===== config.mk =====
export PLATFORM = sky130hd
export DESIGN_NAME = i2c_master_bit_engine
export DESIGN_NICKNAME = d
export VERILOG_FILES = /design/src/hdl/i2cm_pkg.sv /design/src/hdl/i2cm_front.sv /design/src/hdl/i2cm_queue.sv /design/src/hdl/i2cm_back.sv /design/src/hdl/i2c_master_bit_engine.sv
export SDC_FILE = /design/constraint.sdc
export NUM_CORES = 1
export LEC_CHECK = 0
export ABC_AREA = 1
export BUFFER_PORTS_ARGS = -buffer_cell sky130_fd_sc_hd__clkbuf_2
export CAP_MARGIN = 20
export CORE_ASPECT_RATIO = 2
export CORE_UTILIZATION = 50
export CTS_CLUSTER_SIZE = 40
export DETAILED_ROUTE_END_ITERATION = 10
export PLACE_DENSITY = 0.68
export SLEW_MARGIN = 30
export SYNTH_ARGS = -nofsm -noshare
export SYNTH_HDL_FRONTEND = slang
export SYNTH_SLANG_ARGS = --single-unit

===== constraint.sdc =====
create_clock -name clk -period 3.2 [get_ports clk]
set_input_delay 0.32 -clock clk [delete_from_list [all_inputs] [get_ports clk]]
set_output_delay 0.32 -clock clk [all_outputs]
set_load 0.02 [all_outputs]

===== src/hdl/i2cm_pkg.sv =====
`timescale 1ns / 1ps
`default_nettype none
// ----------------------------------------------------------------------------
// i2cm_pkg
// Shared types and constants of the I2C master bit engine.
// ----------------------------------------------------------------------------
package i2cm_pkg;

    typedef enum logic [2:0] {
        CMD_IDLE  = 3'd0,
        CMD_START = 3'd1,
        CMD_STOP  = 3'd2,
        CMD_SEND  = 3'd3,
        CMD_RECV  = 3'd4,
        CMD_ACK   = 3'd5,
        CMD_NACK  = 3'd6
    } cmd_t;

    typedef enum logic [1:0] {
        KIND_NONE = 2'd0,
        KIND_TICK = 2'd1,
        KIND_CMD  = 2'd2
    } kind_t;

    localparam logic [2:0] MODE_TICK    = 3'd0;
    localparam logic [2:0] MODE_INVALID = 3'd7;

    localparam logic [0:0] CFG_ACK_TIMEOUT    = 1'b0;
    localparam logic [0:0] CFG_TICKS_PER_UNIT = 1'b1;

    localparam logic [15:0] ACK_TIMEOUT_RST    = 16'd1000;
    localparam logic [7:0]  TICKS_PER_UNIT_RST = 8'd1;

    localparam logic [3:0] PH_WAIT       = 4'd5;
    localparam logic [3:0] BITS_PER_BYTE = 4'd8;

    localparam int QUEUE_DEPTH = 2;
    localparam int QCNT_W      = $clog2(QUEUE_DEPTH + 1);

    typedef struct packed {
        kind_t      kind;
        cmd_t       cmd;
        logic [7:0] tx_byte;
        logic       sda_line;
    } item_t;

    typedef struct packed {
        logic [QCNT_W-1:0] count;
        logic              full;
    } q_status_t;

    typedef struct packed {
        logic       scl_out;
        logic       sda_out;
        logic       busy_res;
        logic       done_res;
        logic       ack_received;
        logic [7:0] rx_byte;
    } result_t;

endpackage
`default_nettype wire


===== src/hdl/i2cm_front.sv =====
`timescale 1ns / 1ps
`default_nettype none
// ----------------------------------------------------------------------------
// i2cm_front
// Unpacks an input transfer and classifies it as tick, command or no-op.
// ----------------------------------------------------------------------------
module i2cm_front (
    input  wire logic [2:0]     mode,
    input  wire logic [15:0]    data,
    output i2cm_pkg::item_t     item
);
    import i2cm_pkg::*;

    always_comb
    begin
        item.tx_byte  = data[7:0];
        item.sda_line = data[8];
        item.cmd      = CMD_IDLE;
        if (mode == MODE_TICK)
        begin
            item.kind = KIND_TICK;
        end
        else if (mode == MODE_INVALID)
        begin
            item.kind = KIND_NONE;
        end
        else
        begin
            item.kind = KIND_CMD;
            item.cmd  = cmd_t'(mode);
        end
    end

endmodule
`default_nettype wire


===== src/hdl/i2cm_queue.sv =====
`timescale 1ns / 1ps
`default_nettype none
// ----------------------------------------------------------------------------
// i2cm_queue
// Two-entry FIFO between the classifier and the bit engine.
// ----------------------------------------------------------------------------
module i2cm_queue (
    input  wire logic             clk,
    input  wire logic             rst_n,
    input  wire logic             push,
    input  i2cm_pkg::item_t       push_item,
    input  wire logic             pop,
    output logic                  head_valid,
    output i2cm_pkg::item_t       head_item,
    output i2cm_pkg::q_status_t   status
);
    import i2cm_pkg::*;

    localparam int PTR_W = (QUEUE_DEPTH > 1) ? $clog2(QUEUE_DEPTH) : 1;

    item_t             mem_reg [QUEUE_DEPTH];
    logic [PTR_W-1:0]  wr_ptr_reg, wr_ptr_next;
    logic [PTR_W-1:0]  rd_ptr_reg, rd_ptr_next;
    logic [QCNT_W-1:0] count_reg, count_next;
    logic              do_push, do_pop;

    assign status.count = count_reg;
    assign status.full  = (count_reg == QCNT_W'(QUEUE_DEPTH));
    assign head_valid   = (count_reg != '0);
    assign head_item    = mem_reg[rd_ptr_reg];
    assign do_push      = push && !status.full;
    assign do_pop       = pop && head_valid;

    always_comb
    begin
        wr_ptr_next = wr_ptr_reg;
        rd_ptr_next = rd_ptr_reg;
        count_next  = count_reg;
        if (do_push)
        begin
            wr_ptr_next = (wr_ptr_reg == PTR_W'(QUEUE_DEPTH - 1)) ? '0 : wr_ptr_reg + 1'b1;
        end
        if (do_pop)
        begin
            rd_ptr_next = (rd_ptr_reg == PTR_W'(QUEUE_DEPTH - 1)) ? '0 : rd_ptr_reg + 1'b1;
        end
        if (do_push && !do_pop)
        begin
            count_next = count_reg + 1'b1;
        end
        else if (do_pop && !do_push)
        begin
            count_next = count_reg - 1'b1;
        end
    end

    always_ff @(posedge clk or negedge rst_n)
    begin
        if (!rst_n)
        begin
            wr_ptr_reg <= '0;
            rd_ptr_reg <= '0;
            count_reg  <= '0;
        end
        else
        begin
            wr_ptr_reg <= wr_ptr_next;
            rd_ptr_reg <= rd_ptr_next;
            count_reg  <= count_next;
        end
    end

    always_ff @(posedge clk)
    begin
        if (do_push)
        begin
            mem_reg[wr_ptr_reg] <= push_item;
        end
    end

endmodule
`default_nettype wire


===== src/hdl/i2cm_back.sv =====
`timescale 1ns / 1ps
`default_nettype none
// ----------------------------------------------------------------------------
// i2cm_back
// Bit engine: phase sequencer, delay and ACK timers, configuration registers
// and the registered result stage.
// ----------------------------------------------------------------------------
module i2cm_back (
    input  wire logic           clk,
    input  wire logic           rst_n,
    input  wire logic           in_valid,
    input  i2cm_pkg::item_t     in_item,
    output logic                pop,
    input  wire logic           cfg_we,
    input  wire logic [0:0]     cfg_index,
    input  wire logic [15:0]    cfg_data,
    output logic                out_valid,
    input  wire logic           out_ready,
    output i2cm_pkg::result_t   out_res
);
    import i2cm_pkg::*;

    logic [15:0] ack_timeout_reg;
    logic [7:0]  tpu_reg;

    cmd_t        cmd_reg, cmd_next;
    logic [3:0]  phase_reg, phase_next;
    logic [3:0]  bit_reg, bit_next;
    logic [7:0]  shift_reg, shift_next;
    logic [10:0] delay_reg, delay_next;
    logic [16:0] wait_reg, wait_next;
    logic        scl_reg, scl_next;
    logic        sda_reg, sda_next;
    logic        ack_reg, ack_next;
    logic [7:0]  rx_reg, rx_next;
    logic        done;
    logic        do_go;
    logic        ph_ok;
    logic [10:0] dly_dec;
    logic [3:0]  bit_inc;
    logic [7:0]  shift_in;

    logic [10:0] t_unit, hold1, hold2, hold5;
    logic        out_valid_reg;
    result_t     out_res_reg;

    assign t_unit = (tpu_reg == 8'd0) ? 11'd1 : {3'd0, tpu_reg};
    assign hold1  = t_unit;
    assign hold2  = {t_unit[9:0], 1'b0};
    assign hold5  = {t_unit[8:0], 2'b00} + t_unit;

    assign pop       = in_valid && (!out_valid_reg || out_ready);
    assign out_valid = out_valid_reg;
    assign out_res   = out_res_reg;

    always_comb
    begin
        cmd_next   = cmd_reg;
        phase_next = phase_reg;
        bit_next   = bit_reg;
        shift_next = shift_reg;
        delay_next = delay_reg;
        wait_next  = wait_reg;
        scl_next   = scl_reg;
        sda_next   = sda_reg;
        ack_next   = ack_reg;
        rx_next    = rx_reg;
        done       = 1'b0;
        do_go      = 1'b0;
        ph_ok      = 1'b0;
        dly_dec    = (delay_reg != 11'd0) ? delay_reg - 11'd1 : 11'd0;
        bit_inc    = bit_reg + 4'd1;
        shift_in   = {shift_reg[6:0], in_item.sda_line};

        if (in_item.kind == KIND_TICK && cmd_reg != CMD_IDLE)
        begin
            if (cmd_reg == CMD_SEND && phase_reg == PH_WAIT)
            begin
                if (!in_item.sda_line)
                begin
                    ack_next   = 1'b1;
                    phase_next = 4'd6;
                    do_go      = 1'b1;
                end
                else if (wait_reg > {1'b0, ack_timeout_reg})
                begin
                    ack_next   = 1'b0;
                    cmd_next   = CMD_STOP;
                    phase_next = 4'd0;
                    do_go      = 1'b1;
                end
                else
                begin
                    wait_next = wait_reg + 17'd1;
                end
            end
            else
            begin
                delay_next = dly_dec;
                if (dly_dec == 11'd0)
                begin
                    do_go = 1'b1;
                    if (cmd_reg == CMD_SEND && phase_reg == 4'd2)
                    begin
                        shift_next = {shift_reg[6:0], 1'b0};
                        bit_next   = bit_inc;
                        phase_next = (bit_inc < BITS_PER_BYTE) ? 4'd0 : 4'd3;
                    end
                    else if (cmd_reg == CMD_RECV && phase_reg == 4'd1)
                    begin
                        shift_next = shift_in;
                        bit_next   = bit_inc;
                        if (bit_inc < BITS_PER_BYTE)
                        begin
                            phase_next = 4'd0;
                        end
                        else
                        begin
                            rx_next    = shift_in;
                            phase_next = 4'd2;
                        end
                    end
                    else
                    begin
                        phase_next = phase_reg + 4'd1;
                    end
                end
            end
        end
        else if (in_item.kind == KIND_CMD && cmd_reg == CMD_IDLE)
        begin
            cmd_next   = in_item.cmd;
            phase_next = 4'd0;
            bit_next   = 4'd0;
            wait_next  = 17'd0;
            shift_next = (in_item.cmd == CMD_SEND) ? in_item.tx_byte : 8'd0;
            do_go      = 1'b1;
        end

        if (do_go)
        begin
            ph_ok = 1'b1;
            unique case (cmd_next)
                CMD_START:
                begin
                    unique case (phase_next)
                        4'd0:    begin sda_next = 1'b1; delay_next = hold1; end
                        4'd1:    begin scl_next = 1'b1; delay_next = hold5; end
                        4'd2:    begin sda_next = 1'b0; delay_next = hold5; end
                        4'd3:    begin scl_next = 1'b0; delay_next = hold2; end
                        default: ph_ok = 1'b0;
                    endcase
                end
                CMD_STOP:
                begin
                    unique case (phase_next)
                        4'd0:    begin scl_next = 1'b0; delay_next = hold2; end
                        4'd1:    begin sda_next = 1'b0; delay_next = hold1; end
                        4'd2:    begin scl_next = 1'b1; delay_next = hold5; end
                        4'd3:    begin sda_next = 1'b1; delay_next = hold5; end
                        default: ph_ok = 1'b0;
                    endcase
                end
                CMD_SEND:
                begin
                    unique case (phase_next)
                        4'd0:    begin sda_next = shift_next[7]; delay_next = hold1; end
                        4'd1:    begin scl_next = 1'b1; delay_next = hold5; end
                        4'd2:    begin scl_next = 1'b0; delay_next = hold2; end
                        4'd3:    begin sda_next = 1'b1; delay_next = hold1; end
                        4'd4:    begin scl_next = 1'b1; delay_next = hold1; end
                        PH_WAIT: begin wait_next = 17'd0; delay_next = 11'd0; end
                        4'd6:    begin scl_next = 1'b0; delay_next = hold2; end
                        default: ph_ok = 1'b0;
                    endcase
                end
                CMD_RECV:
                begin
                    unique case (phase_next)
                        4'd0:
                        begin
                            sda_next   = 1'b1;
                            scl_next   = 1'b0;
                            delay_next = hold2;
                        end
                        4'd1:    begin scl_next = 1'b1; delay_next = hold5; end
                        4'd2:    begin scl_next = 1'b0; delay_next = hold2; end
                        default: ph_ok = 1'b0;
                    endcase
                end
                CMD_ACK:
                begin
                    unique case (phase_next)
                        4'd0:    begin sda_next = 1'b0; delay_next = hold2; end
                        4'd1:    begin scl_next = 1'b1; delay_next = hold5; end
                        4'd2:
                        begin
                            scl_next   = 1'b0;
                            sda_next   = 1'b1;
                            delay_next = hold2;
                        end
                        default: ph_ok = 1'b0;
                    endcase
                end
                CMD_NACK:
                begin
                    unique case (phase_next)
                        4'd0:    begin sda_next = 1'b1; delay_next = hold2; end
                        4'd1:    begin scl_next = 1'b1; delay_next = hold5; end
                        4'd2:    begin scl_next = 1'b0; delay_next = hold2; end
                        default: ph_ok = 1'b0;
                    endcase
                end
                default: ph_ok = 1'b0;
            endcase
            if (!ph_ok)
            begin
                cmd_next   = CMD_IDLE;
                phase_next = 4'd0;
                delay_next = 11'd0;
                done       = 1'b1;
            end
        end
    end

    always_ff @(posedge clk or negedge rst_n)
    begin
        if (!rst_n)
        begin
            ack_timeout_reg <= ACK_TIMEOUT_RST;
            tpu_reg         <= TICKS_PER_UNIT_RST;
        end
        else if (cfg_we)
        begin
            unique case (cfg_index)
                CFG_ACK_TIMEOUT:    ack_timeout_reg <= cfg_data;
                CFG_TICKS_PER_UNIT: tpu_reg         <= cfg_data[7:0];
                default:            ;
            endcase
        end
    end

    always_ff @(posedge clk or negedge rst_n)
    begin
        if (!rst_n)
        begin
            cmd_reg   <= CMD_IDLE;
            phase_reg <= 4'd0;
            bit_reg   <= 4'd0;
            shift_reg <= 8'd0;
            delay_reg <= 11'd0;
            wait_reg  <= 17'd0;
            scl_reg   <= 1'b1;
            sda_reg   <= 1'b1;
            ack_reg   <= 1'b0;
            rx_reg    <= 8'd0;
        end
        else if (pop)
        begin
            cmd_reg   <= cmd_next;
            phase_reg <= phase_next;
            bit_reg   <= bit_next;
            shift_reg <= shift_next;
            delay_reg <= delay_next;
            wait_reg  <= wait_next;
            scl_reg   <= scl_next;
            sda_reg   <= sda_next;
            ack_reg   <= ack_next;
            rx_reg    <= rx_next;
        end
    end

    always_ff @(posedge clk or negedge rst_n)
    begin
        if (!rst_n)
        begin
            out_valid_reg <= 1'b0;
        end
        else if (pop)
        begin
            out_valid_reg <= 1'b1;
        end
        else if (out_ready)
        begin
            out_valid_reg <= 1'b0;
        end
    end

    always_ff @(posedge clk)
    begin
        if (pop)
        begin
            out_res_reg.scl_out      <= scl_next;
            out_res_reg.sda_out      <= sda_next;
            out_res_reg.busy_res     <= (cmd_next != CMD_IDLE);
            out_res_reg.done_res     <= done;
            out_res_reg.ack_received <= ack_next;
            out_res_reg.rx_byte      <= rx_next;
        end
    end

endmodule
`default_nettype wire


===== src/hdl/i2c_master_bit_engine.sv =====
`timescale 1ns / 1ps
`default_nettype none
// ----------------------------------------------------------------------------
// i2c_master_bit_engine
// I2C master bit engine: start, stop, send/receive byte, ACK and NACK driven
// by tick items, with ACK timeout and automatic stop.
// ----------------------------------------------------------------------------
// Every input transfer (tick, command or no-op) yields exactly one result
// transfer holding the bus levels and status after that item. The engine
// takes one item per clock while the output side is ready: the classifier
// feeds a two-entry queue, and the bit engine retires one queued item per
// cycle into a registered result stage. Items pass the queue, then the result
// register. Configuration writes are always accepted.
module i2c_master_bit_engine (
    input  wire logic        clk,
    input  wire logic        rst_n,
    input  wire logic        s_tvalid,
    output logic             s_tready,
    input  wire logic [15:0] s_tdata,   // tx_byte[7:0], sda_line[8], zero[15:9]
    input  wire logic [2:0]  s_tuser,   // mode[2:0]
    output logic             m_tvalid,
    input  wire logic        m_tready,
    output logic [15:0]      m_tdata,   // scl_out, sda_out, busy_res, done_res,
                                        // ack_received, rx_byte[12:5], zero[15:13]
    input  wire logic        cfg_valid,
    output logic             cfg_ready,
    input  wire logic [0:0]  cfg_index,
    input  wire logic [15:0] cfg_data
);
    import i2cm_pkg::*;

    item_t     front_item;
    item_t     head_item;
    logic      head_valid;
    logic      pop;
    q_status_t q_status;
    result_t   res;

    assign s_tready  = !q_status.full;
    assign cfg_ready = 1'b1;

    i2cm_front u_front (
        .mode (s_tuser),
        .data (s_tdata),
        .item (front_item)
    );

    i2cm_queue u_queue (
        .clk        (clk),
        .rst_n      (rst_n),
        .push       (s_tvalid),
        .push_item  (front_item),
        .pop        (pop),
        .head_valid (head_valid),
        .head_item  (head_item),
        .status     (q_status)
    );

    i2cm_back u_back (
        .clk       (clk),
        .rst_n     (rst_n),
        .in_valid  (head_valid),
        .in_item   (head_item),
        .pop       (pop),
        .cfg_we    (cfg_valid),
        .cfg_index (cfg_index),
        .cfg_data  (cfg_data),
        .out_valid (m_tvalid),
        .out_ready (m_tready),
        .out_res   (res)
    );

    assign m_tdata = {3'd0, res.rx_byte, res.ack_received, res.done_res,
                      res.busy_res, res.sda_out, res.scl_out};

    a_done_idle: assert property (@(posedge clk) disable iff (!rst_n)
        m_tvalid && m_tdata[3] |-> !m_tdata[2])
        else $error("done reported while still busy");

    a_count_bound: assert property (@(posedge clk) disable iff (!rst_n)
        q_status.count <= QCNT_W'(QUEUE_DEPTH))
        else $error("queue count overflow");

    a_out_drain: assert property (@(posedge clk) disable iff (!rst_n)
        m_tvalid && m_tready && !pop |=> !m_tvalid)
        else $error("result repeated after transfer");

    a_pop_nonempty: assert property (@(posedge clk) disable iff (!rst_n)
        $past(q_status.count) == '0 && !$past(s_tvalid && s_tready) |-> !pop ||
        q_status.count != '0)
        else $error("engine consumed from empty queue");

endmodule
`default_nettype wire


# Word level (Yosys, flattened, before mapping)
# Memories as Yosys holds them, arrays and structs flattened.
# Index checks and enable logic that the tools add are counted.
# totals
regBits,100
mem_bits_rw,28
in_bits,41
n_memories,1
out_inout_bits,19
# mem_list
memory,words,width,read_ports,rd_ports_with_merged_regs,write_ports,line_no,source
u_queue.mem_reg,2,14,1,0,1,i2cm_queue.sv:21,item_t mem_reg [QUEUE_DEPTH];
# op_classes
addsub,9
eq_ne,25
reduce_logical,43
mux,99
n_bitwise,1
n_lt_le_gt_ge,2
# op_table
operator,n
two-way mux 17 bit,8
two-way mux 8 bit,14
one-hot mux 11 bit (4 select lines),2
one-hot mux 11 bit (3 select lines),2
two-way mux 4 bit,16
two-way mux 11 bit,5
two-way mux 3 bit,9
two-way mux 1 bit,24
one-hot mux 11 bit (2 select lines),1
one-hot mux 1 bit (2 select lines),9
"adder 17 x 1 -> 17 bit, second input constant",1
greater-than comparator 17 x 16 -> 1 bit,1
"== test 4 x 3 -> 1 bit, second input constant",4
OR reduction 2 bit,8
"== test 3 bit, second input constant",5
"== test 3 x 2 -> 1 bit, second input constant",4
"== test 4 x 2 -> 1 bit, second input constant",3
two-way mux 2 bit,6
adder 11 bit,1
logical NOT 11 bit,1
nonzero test 11 bit,1
"subtractor 11 x 1 -> 11 bit, second input constant",1
logical AND 1 bit,10
one-hot mux 1 bit (5 select lines),2
other kinds (25),41

# Logic depth before layout (Yosys ltp)
# Gate-level depths: netlist of the first run.
# depth
ltp_word,16
ltp_mapped,27
mapped_depth_nobuf,27

# Hierarchy
# Synthesis of the first run repeated with hierarchy kept, for this count alone.
# hier_totals
cells_unflattened,1246
hier_area_um2,8974.9
# by_module_without_submodules
mod,n_inst,area_per_inst_um2,cells_each
i2cm_back,1,7552.2,1116
i2cm_queue,1,1270.0,105
i2cm_front,1,111.4,18
i2c_master_bit_engine,1,41.3,7

# Worst setup path before layout of the first run
# OpenSTA, ideal clock, no wires.
# synth_timing
path_type,flip-flop to flip-flop
from,register u_back.delay_reg[0]
to,"register u_back.out_res_reg, in the netlist u_back.out_res[10], data pin"
setup_time_ns,0.261
required_time_ns,2.939
period_less_slack_ns,3.013
path_stages_with_launch,21
path_slack_ns,0.187
path_buffers,1
arrival_ns,2.752
path_cell_list,dfrtp_1 > clkinv_1 > ha_1 > nand2_2 > nor2_4 > nand3_2 > buf_6 > nand2_1 > nand3_2 > nor2_4 > nand2_4 > nand3_1 > nand4_1 > nand2_2 > nand2_4 > nand2_2 > nand2_1 > nand4_4 > nand2_2 > nand3_1 > nand3_1
# synth_between
elab_chain_len,14
word_cells_on_any_way,28
cone_classes,1 x add/sub; 6 x eq/ne; 14 x mux; 7 x reduce/logical
# synth_rtl
item,line_no,source
"start, declared",i2cm_back.sv:30,"logic [10:0] delay_reg, delay_next;"
"start signal, assigned",i2cm_back.sv:264,delay_reg <= delay_next;
subtractor 11 x 1 -> 11 bit or nonzero test 11 bit (tied branches),i2cm_back.sv:71,dly_dec = (delay_reg != 11'd0) ? delay_reg - 11'd1 : 11'd0;
two-way mux 11 bit *,i2cm_back.sv:71,
logical NOT 11 bit *,i2cm_back.sv:100,if (dly_dec == 11'd0)
two-way mux 4 bit,i2cm_back.sv:100,
two-way mux 4 bit,i2cm_back.sv:77,if (cmd_reg == CMD_SEND && phase_reg == PH_WAIT)
two-way mux 4 bit,i2cm_back.sv:75,if (in_item.kind == KIND_TICK && cmd_reg != CMD_IDLE)
"== test 4 x 2 -> 1 bit, or another cell as far along","i2cm_back.sv:146, i2cm_back.sv:156, i2cm_back.sv:166",
"OR reduction 7 bit (no line), or another cell as far along",--,
"two-way mux 1 bit, on equally long branches",--,
one-hot mux 1 bit (3 select lines),i2cm_back.sv:143,unique case (cmd_next)
two-way mux 1 bit,i2cm_back.sv:140,if (do_go)
two-way mux 3 bit,i2cm_back.sv:216,if (!ph_ok)
two-way mux 3 bit *,i2cm_back.sv:140,
nonzero test 3 bit *,i2cm_back.sv:295,out_res_reg.busy_res <= (cmd_next != CMD_IDLE);
"end, declared",i2cm_back.sv:45,result_t out_res_reg;
# Mark *: on every way between the ends. The rest lies on a longest branch, timed or not. The select of a mux whose other input is x is not followed.
# A chain may end at the register's enable or synchronous reset.

# Final worst setup path of the first run
# layout_timing
from,register u_back.delay_reg[1]
to,register u_back.delay_reg[1]
# layout_between
elab_chain_len,13
word_cells_on_any_way,39
cone_classes,1 x add/sub; 6 x eq/ne; 21 x mux; 11 x reduce/logical
# layout_rtl
item,line_no
subtractor 11 x 1 -> 11 bit or nonzero test 11 bit (tied branches),i2cm_back.sv:71
two-way mux 11 bit,i2cm_back.sv:71
logical NOT 11 bit,i2cm_back.sv:100
two-way mux 4 bit,i2cm_back.sv:100
two-way mux 4 bit,i2cm_back.sv:77
two-way mux 4 bit,i2cm_back.sv:75
"== test 4 x 2 -> 1 bit, or another cell as far along","i2cm_back.sv:146, i2cm_back.sv:156, i2cm_back.sv:166"
"OR reduction 7 bit (no line), or another cell as far along",--
"two-way mux 1 bit, on equally long branches",--
one-hot mux 1 bit (3 select lines),i2cm_back.sv:143
two-way mux 1 bit,i2cm_back.sv:140
two-way mux 11 bit,i2cm_back.sv:216
two-way mux 11 bit *,i2cm_back.sv:140
# Marked as above.

==> flow_summary.ini, run 1 <==
[yosys]
synth_edf_count = 41
ys_seq_area_frac = 0.401
async_flop_share = 0.680
syn-cell-area_um2 = 8520
syn-instance-count = 1162
synth_top_flop_cell = dfrtp_1
synth_area_per_cell_um2 = 7.33
yosys_warnings = 0
synth-seq-cells = 128
ys_types = 59

[critical_path]
cp.required_ns = 3.55
reg2reg_from = u_back.delay_reg[1]
critical_path_class = flip-flop to flip-flop
crit_buf_inv = 5
crit_top_cell = nand2_1
cp-start-kind = flip-flop
cpLargestDelayFamily = simple AND/OR/NAND/NOR gates
crit_fanout = 5
endpoint_kind = flip-flop
worst_path_max_delay_cell = dfrtp_1
slowest_delay_ns = 0.37
arrival_ns = 3.61
startpoint = u_back.delay_reg[1]

[clock_network]
ctsHtreeMaxLevel = 4
clk_latency_ns = 0.43
clk_pin_slew_ns = 0.06
cts_buffer_depth = 2
cts_tree = yes
cts_root_buffer = clkbuf_16
clkSinkCount = 128
cts-buffers-inserted = 17

[timing]
setup_viol = 9
fin_skew_ns = 0.0112
timing.final.max_slew_violations = 0
slew-limit-headroom = 0.436
finalHoldViolCount = 0
rsz0062_at_grt = yes
fmax_mhz = 307
setup_ws_ns = -0.0562
worst_pin_slew_ns = 0.844
fin_crit_sh = 1.02
final.setup.tns_ns = -0.293
fin_crit_ns = 3.26

[floorplanning]
pin_count = 60
die_h_um = 187
rows = 67
dieArea_um2 = 17600
core-area_um2 = 16700
die_w_um = 94.3
initial_core_util = 0.511

[global_routing]
grt_use_total = 0.298
grt_max_degree = 72
grt_pass1_wl_mm = 39.9
antenna_found_initial = 0
grt_pass1_vias = 8477
grt-ovfl-total = 0

[detailed_routing]
drtAntennaViolNets = 0
wl_per_cell_um = 15.9
drc = 0
first_pass_iters = 6
via_count = 8467
wirelength_mm = 25.0
drt_iter0_markers = 430
via_per_inst = 5.39

[pwr]
power_frac_seq = 0.233
power.density_nw_per_um2 = 1010
fin_total_pwr_w = 0.0111
internal_power_w = 0.00610
leakage_nw = 5.38
p_sw_frac = 0.449
p_comb_frac = 0.593
ir_drop_mv = 1.02
power.share.clock = 0.174
switching_power_w = 0.00498

[finish]
design_area_um2 = 11000
syn2layout_area_growth_pct = 28.9
largest_register_ffs = 28
multi_input_area_um2 = 4560
n_antenna_cell = 0
regArea_um2 = 3420
nFillCells = 1489
final_net_count = 1421
drive_gt1_frac = 0.260

[run_status]
status = finished with violations
violations = setup timing

[place]
place_congestion = 0.949
hpwlAfterDp_mm = 18.8
dpl_cell_area_um2 = 10000
portBuffers = 48

[worst_hold_path]
hold_class = primary input to flip-flop
min_from = s_tdata[3]

[run]
max_cap_viol_count = 0
[area by class of cell]
cell class | count | share of cell area
repair buffers | 211 | 0.145
clock buffers | 18 | 0.0391
multi-input cells | 842 | 0.415
well taps | 207 | 0.0236
clock inverters | 14 | 0.0141
flip-flops and latches | 128 | 0.311
inverters | 152 | 0.0526
[per-layer routing]
layer  routed length, um  GRT usage  part of all wire
met5                   0          0                 0
met4                1580      0.192             0.063
met3                 651     0.0412             0.026
met2               14100      0.553              0.56
met1                8720      0.296              0.35
[placed cells by master, fill, tap and decap left out, drive strengths merged, types with 2 or more instances in the layout]
cell / n
o32ai: 2
o31ai: 4
buf: 163
a31oi: 6
inv: 156
edfxtp: 41
ha: 27
nand4: 21
nor4: 4
nor3: 12
clkinvlp: 2
nand3b: 5
xnor2: 3
o2111ai: 5
clkbuf: 65
nand2: 340
conb: 4
a221oi: 4
clkinv: 6
mux2i: 4
nand3: 80
nor2: 125
bufinv: 2
o21ai: 99
o211ai: 3
a21oi: 60
a21o: 2
dfrtp: 78
xor2: 9
o22ai: 13
dfstp: 9
[cells in the mapped netlist (4+ instances only)]
master     number  area (um^2)
nand2_1       324         1220
inv_1         137          514
nor2_1        109          409
dfrtp_1        78         1950
o21ai_0        78          390
nand3_1        74          370
a21oi_1        59          295
edfxtp_1       41         1230
ha_1           27          338
clkbuf_1       26         97.6
nand4_1        19          119
o21ai_1        19         95.1
o22ai_1        13         81.3
inv_2          12         45.0
nor3_1         11         55.1
nand2_2        10         62.6
dfstp_2         9          236
xor2_1          9         78.8
nor2_4          8         90.1
nor2_2          7         43.8
a31oi_1         6         37.5
nand2_4         6         67.6
buf_1           5         18.8
buf_4           5         37.5
nand3b_1        5         37.5
o2111ai_1       5         43.8
a221oi_1        4         35.0
buf_2           4         20.0
mux2i_1         4         40.0
[kinds of logic (layout without fill, tap and decap cells)]
family / count (synthesis) / count (layout) / synth area share
and+or+nand+nor: 589 / 590 / 0.312
AOI/OAI and AO/OA: 204 / 204 / 0.135
buffers and inverters: 195 / 395 / 0.0919
DFF: 128 / 128 / 0.401
adders and majority gates: 28 / 28 / 0.0420
xor gates and xnor gates: 12 / 12 / 0.0123
muxes: 4 / 4 / 0.00470
other: 2 / 4 / 0.000881
[what timing repair did]
action	in CTS	in global routing
resized for setup	26	43
pin swaps	8	18
cloned	0	2
buffers inserted	7	10
endpoints found under the hold margin	43	0
hold buffers	1	0
setup endpoints to repair	33	48
[final timing paths]
path / to / slack [ns] / depth (start not counted)
worst min-delay path: u_queue.mem_reg[1][4] / 0.08 / 1
max in group asynchronous: u_back.delay_reg[5] / 2.03 / 3
worst min register to register: u_queue.count_reg[0] / 0.47 / 1
worst max-delay path: u_back.delay_reg[1] / -0.06 / 26
worst max register to register: u_back.delay_reg[1] / -0.06 / 26
min in group asynchronous: u_back.tpu_reg[3] / 0.44 / 2
[power groups by stage]
stage	Clock (W)	Combinational [W]	Sequential, W
after CTS	0.00196	0.00629	0.00257
after global placement	0	0.00599	0.00258
after detailed placement	0	0.00604	0.00260
after global routing	0.00202	0.00717	0.00262
final	0.00193	0.00657	0.00258
after floorplan	0	0.00341	0.00261
[per-stage QoR]
stage	hold WS (ns)	utilization	setup WS (ns)	instances
2_1_floorplan	0.0244	-	0.187	1164
3_3_place_gp	0.372	0.599	-0.141	1521
3_5_place_dp	0.369	0.599	-0.152	1521
4_1_cts	0.0707	0.644	-0.0378	1561
5_1_grt	0.0681	0.658	-0.328	1572
6_report	0.0831	0.658	-0.0562	1572
[worst reg2reg max path: stages (launching register included)]
cell and delay, ns:
dfrtp_1 0.37, inv_1 0.06, ha_2 0.18, nand2_2 0.06
nor2_4 0.15, buf_6 0.14, nand3_1 0.08, nand3_2 0.10
nand3_2 0.09, nor2_4 0.21, buf_6 0.15, nand3_1 0.09
nand2_1 0.10, nand2_1 0.05, nand2_1 0.10, nand2_2 0.10
nand2_8 0.12, nand2_2 0.09, nor2_4 0.15, buf_6 0.15
buf_4 0.12, nand2_1 0.07, a21oi_1 0.14, nor2_1 0.07
nand3_1 0.07, nand2_1 0.06, a21oi_1 0.12
Power figures use the tool's default switching activity.
==> run 2: changes to the inputs <==
--- a/config.mk
+++ b/config.mk
@@ -13,6 +13,7 @@
 export CTS_CLUSTER_SIZE = 40
 export DETAILED_ROUTE_END_ITERATION = 10
 export PLACE_DENSITY = 0.68
+export REMOVE_ABC_BUFFERS = 1
 export SLEW_MARGIN = 30
 export SYNTH_ARGS = -nofsm -noshare
 export SYNTH_HDL_FRONTEND = slang
==> run 2 against run 1 <==
Sequential cell count unchanged. Combinational power fell by 1%. The flow still finishes with violations (setup timing). Global-route usage fell by 0.48 points. Sequential share of layout area grew 0.24 points. Clock-buffer cell count shrank 1. Clock skew grew 0.0031 ns. Maximum frequency is 0.22% higher.
==> flow_summary.ini, run 2 (synthesis results as in run 1) <==
[floorplanning]
initial_core_util = 0.511
dieArea_um2 = 17600
die_h_um = 187
die_w_um = 94.3
core-area_um2 = 16700
rows = 67
pin_count = 60

[run_status]
status = finished with violations
violations = setup timing

[detailed_routing]
first_pass_iters = 5
wirelength_mm = 24.3
via_count = 8426
drtAntennaViolNets = 0
drc = 0
drt_iter0_markers = 391
routed.top_layer = met4
m1WireLength_mm = 8.48
wl_per_cell_um = 15.7
met2_length_mm = 13.5
via_per_inst = 5.43
met3_length_um = 674

[clock_network]
cts_tree = yes
cts_root_buffer = clkbuf_16
clkSinkCount = 128
cts-buffers-inserted = 17
clk_latency_ns = 0.44
clk_pin_slew_ns = 0.07
ctsHtreeMaxLevel = 4
cts_buffer_depth = 2

[finish]
layout_common_cells = nand2_1 (308), inv_1 (135), buf_4 (130)
nFillCells = 1499
syn2layout_area_growth_pct = 27.9
final_net_count = 1400
drive_gt1_frac = 0.263
mostFrequentLayoutCell = nand2_1
largest_register_ffs = 28
n_antenna_cell = 0

[run]
max_cap_viol_count = 0

[critical_path]
cpLargestDelayFamily = simple AND/OR/NAND/NOR gates
cp.required_ns = 3.57
arrival_ns = 3.62
ff2ff_path_depth = 23
endpoint_kind = flip-flop
crit_buf_inv = 4
reg2reg_from = u_back.delay_reg[1]
crit_fanout = 7
path_cells = inv_2 -> ha_4 -> nand2_4 -> nor2_4 -> buf_6 -> nand4_1 -> nand2_1 -> nand2_2 -> nor2_4 -> nand2_4 -> nand2_2 -> nand2_2 -> a21oi_4 -> nand3_4 -> buf_12 -> nor2_4 -> nand2_1 -> a21oi_1 -> nor2_1 -> buf_4 -> nand4_1 -> nand2_1 -> a21oi_2
r2r_end = u_back.delay_reg[6]
cp-start-kind = flip-flop
critical_path_class = flip-flop to flip-flop
worst_path_max_delay_cell = dfrtp_1
slowest_delay_ns = 0.39
r2r_slack_ns = -0.05

[timing]
fmax_mhz = 308
whs_ns = 0.0793
finalHoldViolCount = 0
setup_viol = 6
fin_skew_ns = 0.0143
fin_crit_ns = 3.25
timing.final.max_slew_violations = 0
slew-limit-headroom = 0.635
fin_crit_sh = 1.02
setup_ws_ns = -0.0492
final.setup.tns_ns = -0.134
rsz0062_at_grt = yes
worst_pin_slew_ns = 0.547

[place]
place_congestion = 0.996
portBuffers = 48
hpwlAfterDp_mm = 18.0
dp_slack_ns = -0.204

[pwr]
leakage_nw = 5.31
power.density_nw_per_um2 = 1010
ir_drop_mv = 0.643

[global_routing]
grt_max_degree = 88
grt_pass1_wl_mm = 39.2
grt_use_total = 0.293
antenna_found_initial = 0
grt_pass1_vias = 8315
grt-ovfl-total = 0

[worst_hold_path]
worstHoldEndpoint = u_queue.mem_reg[0][7]
hold_class = primary input to flip-flop
holdPathStages = 1
min_from = s_tdata[6]
-- run 2: through the flow --
stage,std cells,util,cell area (um^2),total power (W)
5_1_grt,1551,0.653,10900,0.0117
6_report,1551,0.653,10900,0.0110
3_5_place_dp,1500,0.588,9800,0.00827
2_1_floorplan,1121,-,8320,0.00591
3_3_place_gp,1500,0.588,9800,0.00819
4_1_cts,1542,0.632,10500,0.0104
-- run 2: worst register-to-register path, stage by stage (launching register included) --
cell     delay (ns)
dfrtp_1        0.39
inv_2          0.07
ha_4           0.15
nand2_4        0.05
nor2_4         0.16
buf_6          0.13
nand4_1        0.11
nand2_1        0.10
nand2_2        0.06
nor2_4         0.21
nand2_4        0.11
nand2_2        0.09
nand2_2        0.08
a21oi_4        0.20
nand3_4        0.19
buf_12         0.20
nor2_4         0.15
nand2_1        0.07
a21oi_1        0.15
nor2_1         0.07
buf_4          0.14
nand4_1        0.10
nand2_1        0.10
a21oi_2        0.13
-- run 2: worst max-delay path by stage --
stage	slack [ns]	start	endpoint	cells after the start
after floorplan	-2.01	u_back.out_valid	u_back.shift_reg[6]	8
after global placement	-0.14	u_back.delay_reg[1]	u_back.out_res[11]	23
after detailed placement	-0.20	u_back.delay_reg[0]	u_back.delay_reg[6]	23
after CTS	-0.008	u_back.delay_reg[0]	u_back.delay_reg[6]	21
after global routing	-0.26	u_back.delay_reg[1]	u_back.delay_reg[5]	24
final	-0.05	u_back.delay_reg[1]	u_back.delay_reg[6]	23
-- run 2: timing repair --
action | 4_1_cts | 5_1_grt
pin swaps | 9 | 30
gates cloned | 0 | 1
hold buffers | 1 | 0
setup buffers | 9 | 8
hold endpoints to repair | 78 | 0
resized for setup | 23 | 79
setup endpoints to repair | 23 | 48
-- run 2: metal layers --
layer  track usage  up-vias
met5             0        -
met3        0.0424      102
met2         0.531      211
li1              -     4153
met4         0.214        0
met1         0.291     3960
-- run 2: power by group --
group | switching, W | internal (W) | total, W
sequential | 0.000327 | 0.00224 | 0.00257
clock | 0.000812 | 0.00109 | 0.00190
combinational | 0.00394 | 0.00256 | 0.00650
total | 0.00508 | 0.00589 | 0.0110
-- run 2: final cells by class --
class	count	area, um^2	area share
Sequential cell	128	3420	0.314
Clock buffer	17	425	0.0390
Multi-Input combinational cell	842	4670	0.429
Tap cell	207	259	0.0238
Inverter	152	586	0.0537
Clock inverter	15	146	0.0134
Timing Repair Buffer	190	1390	0.128
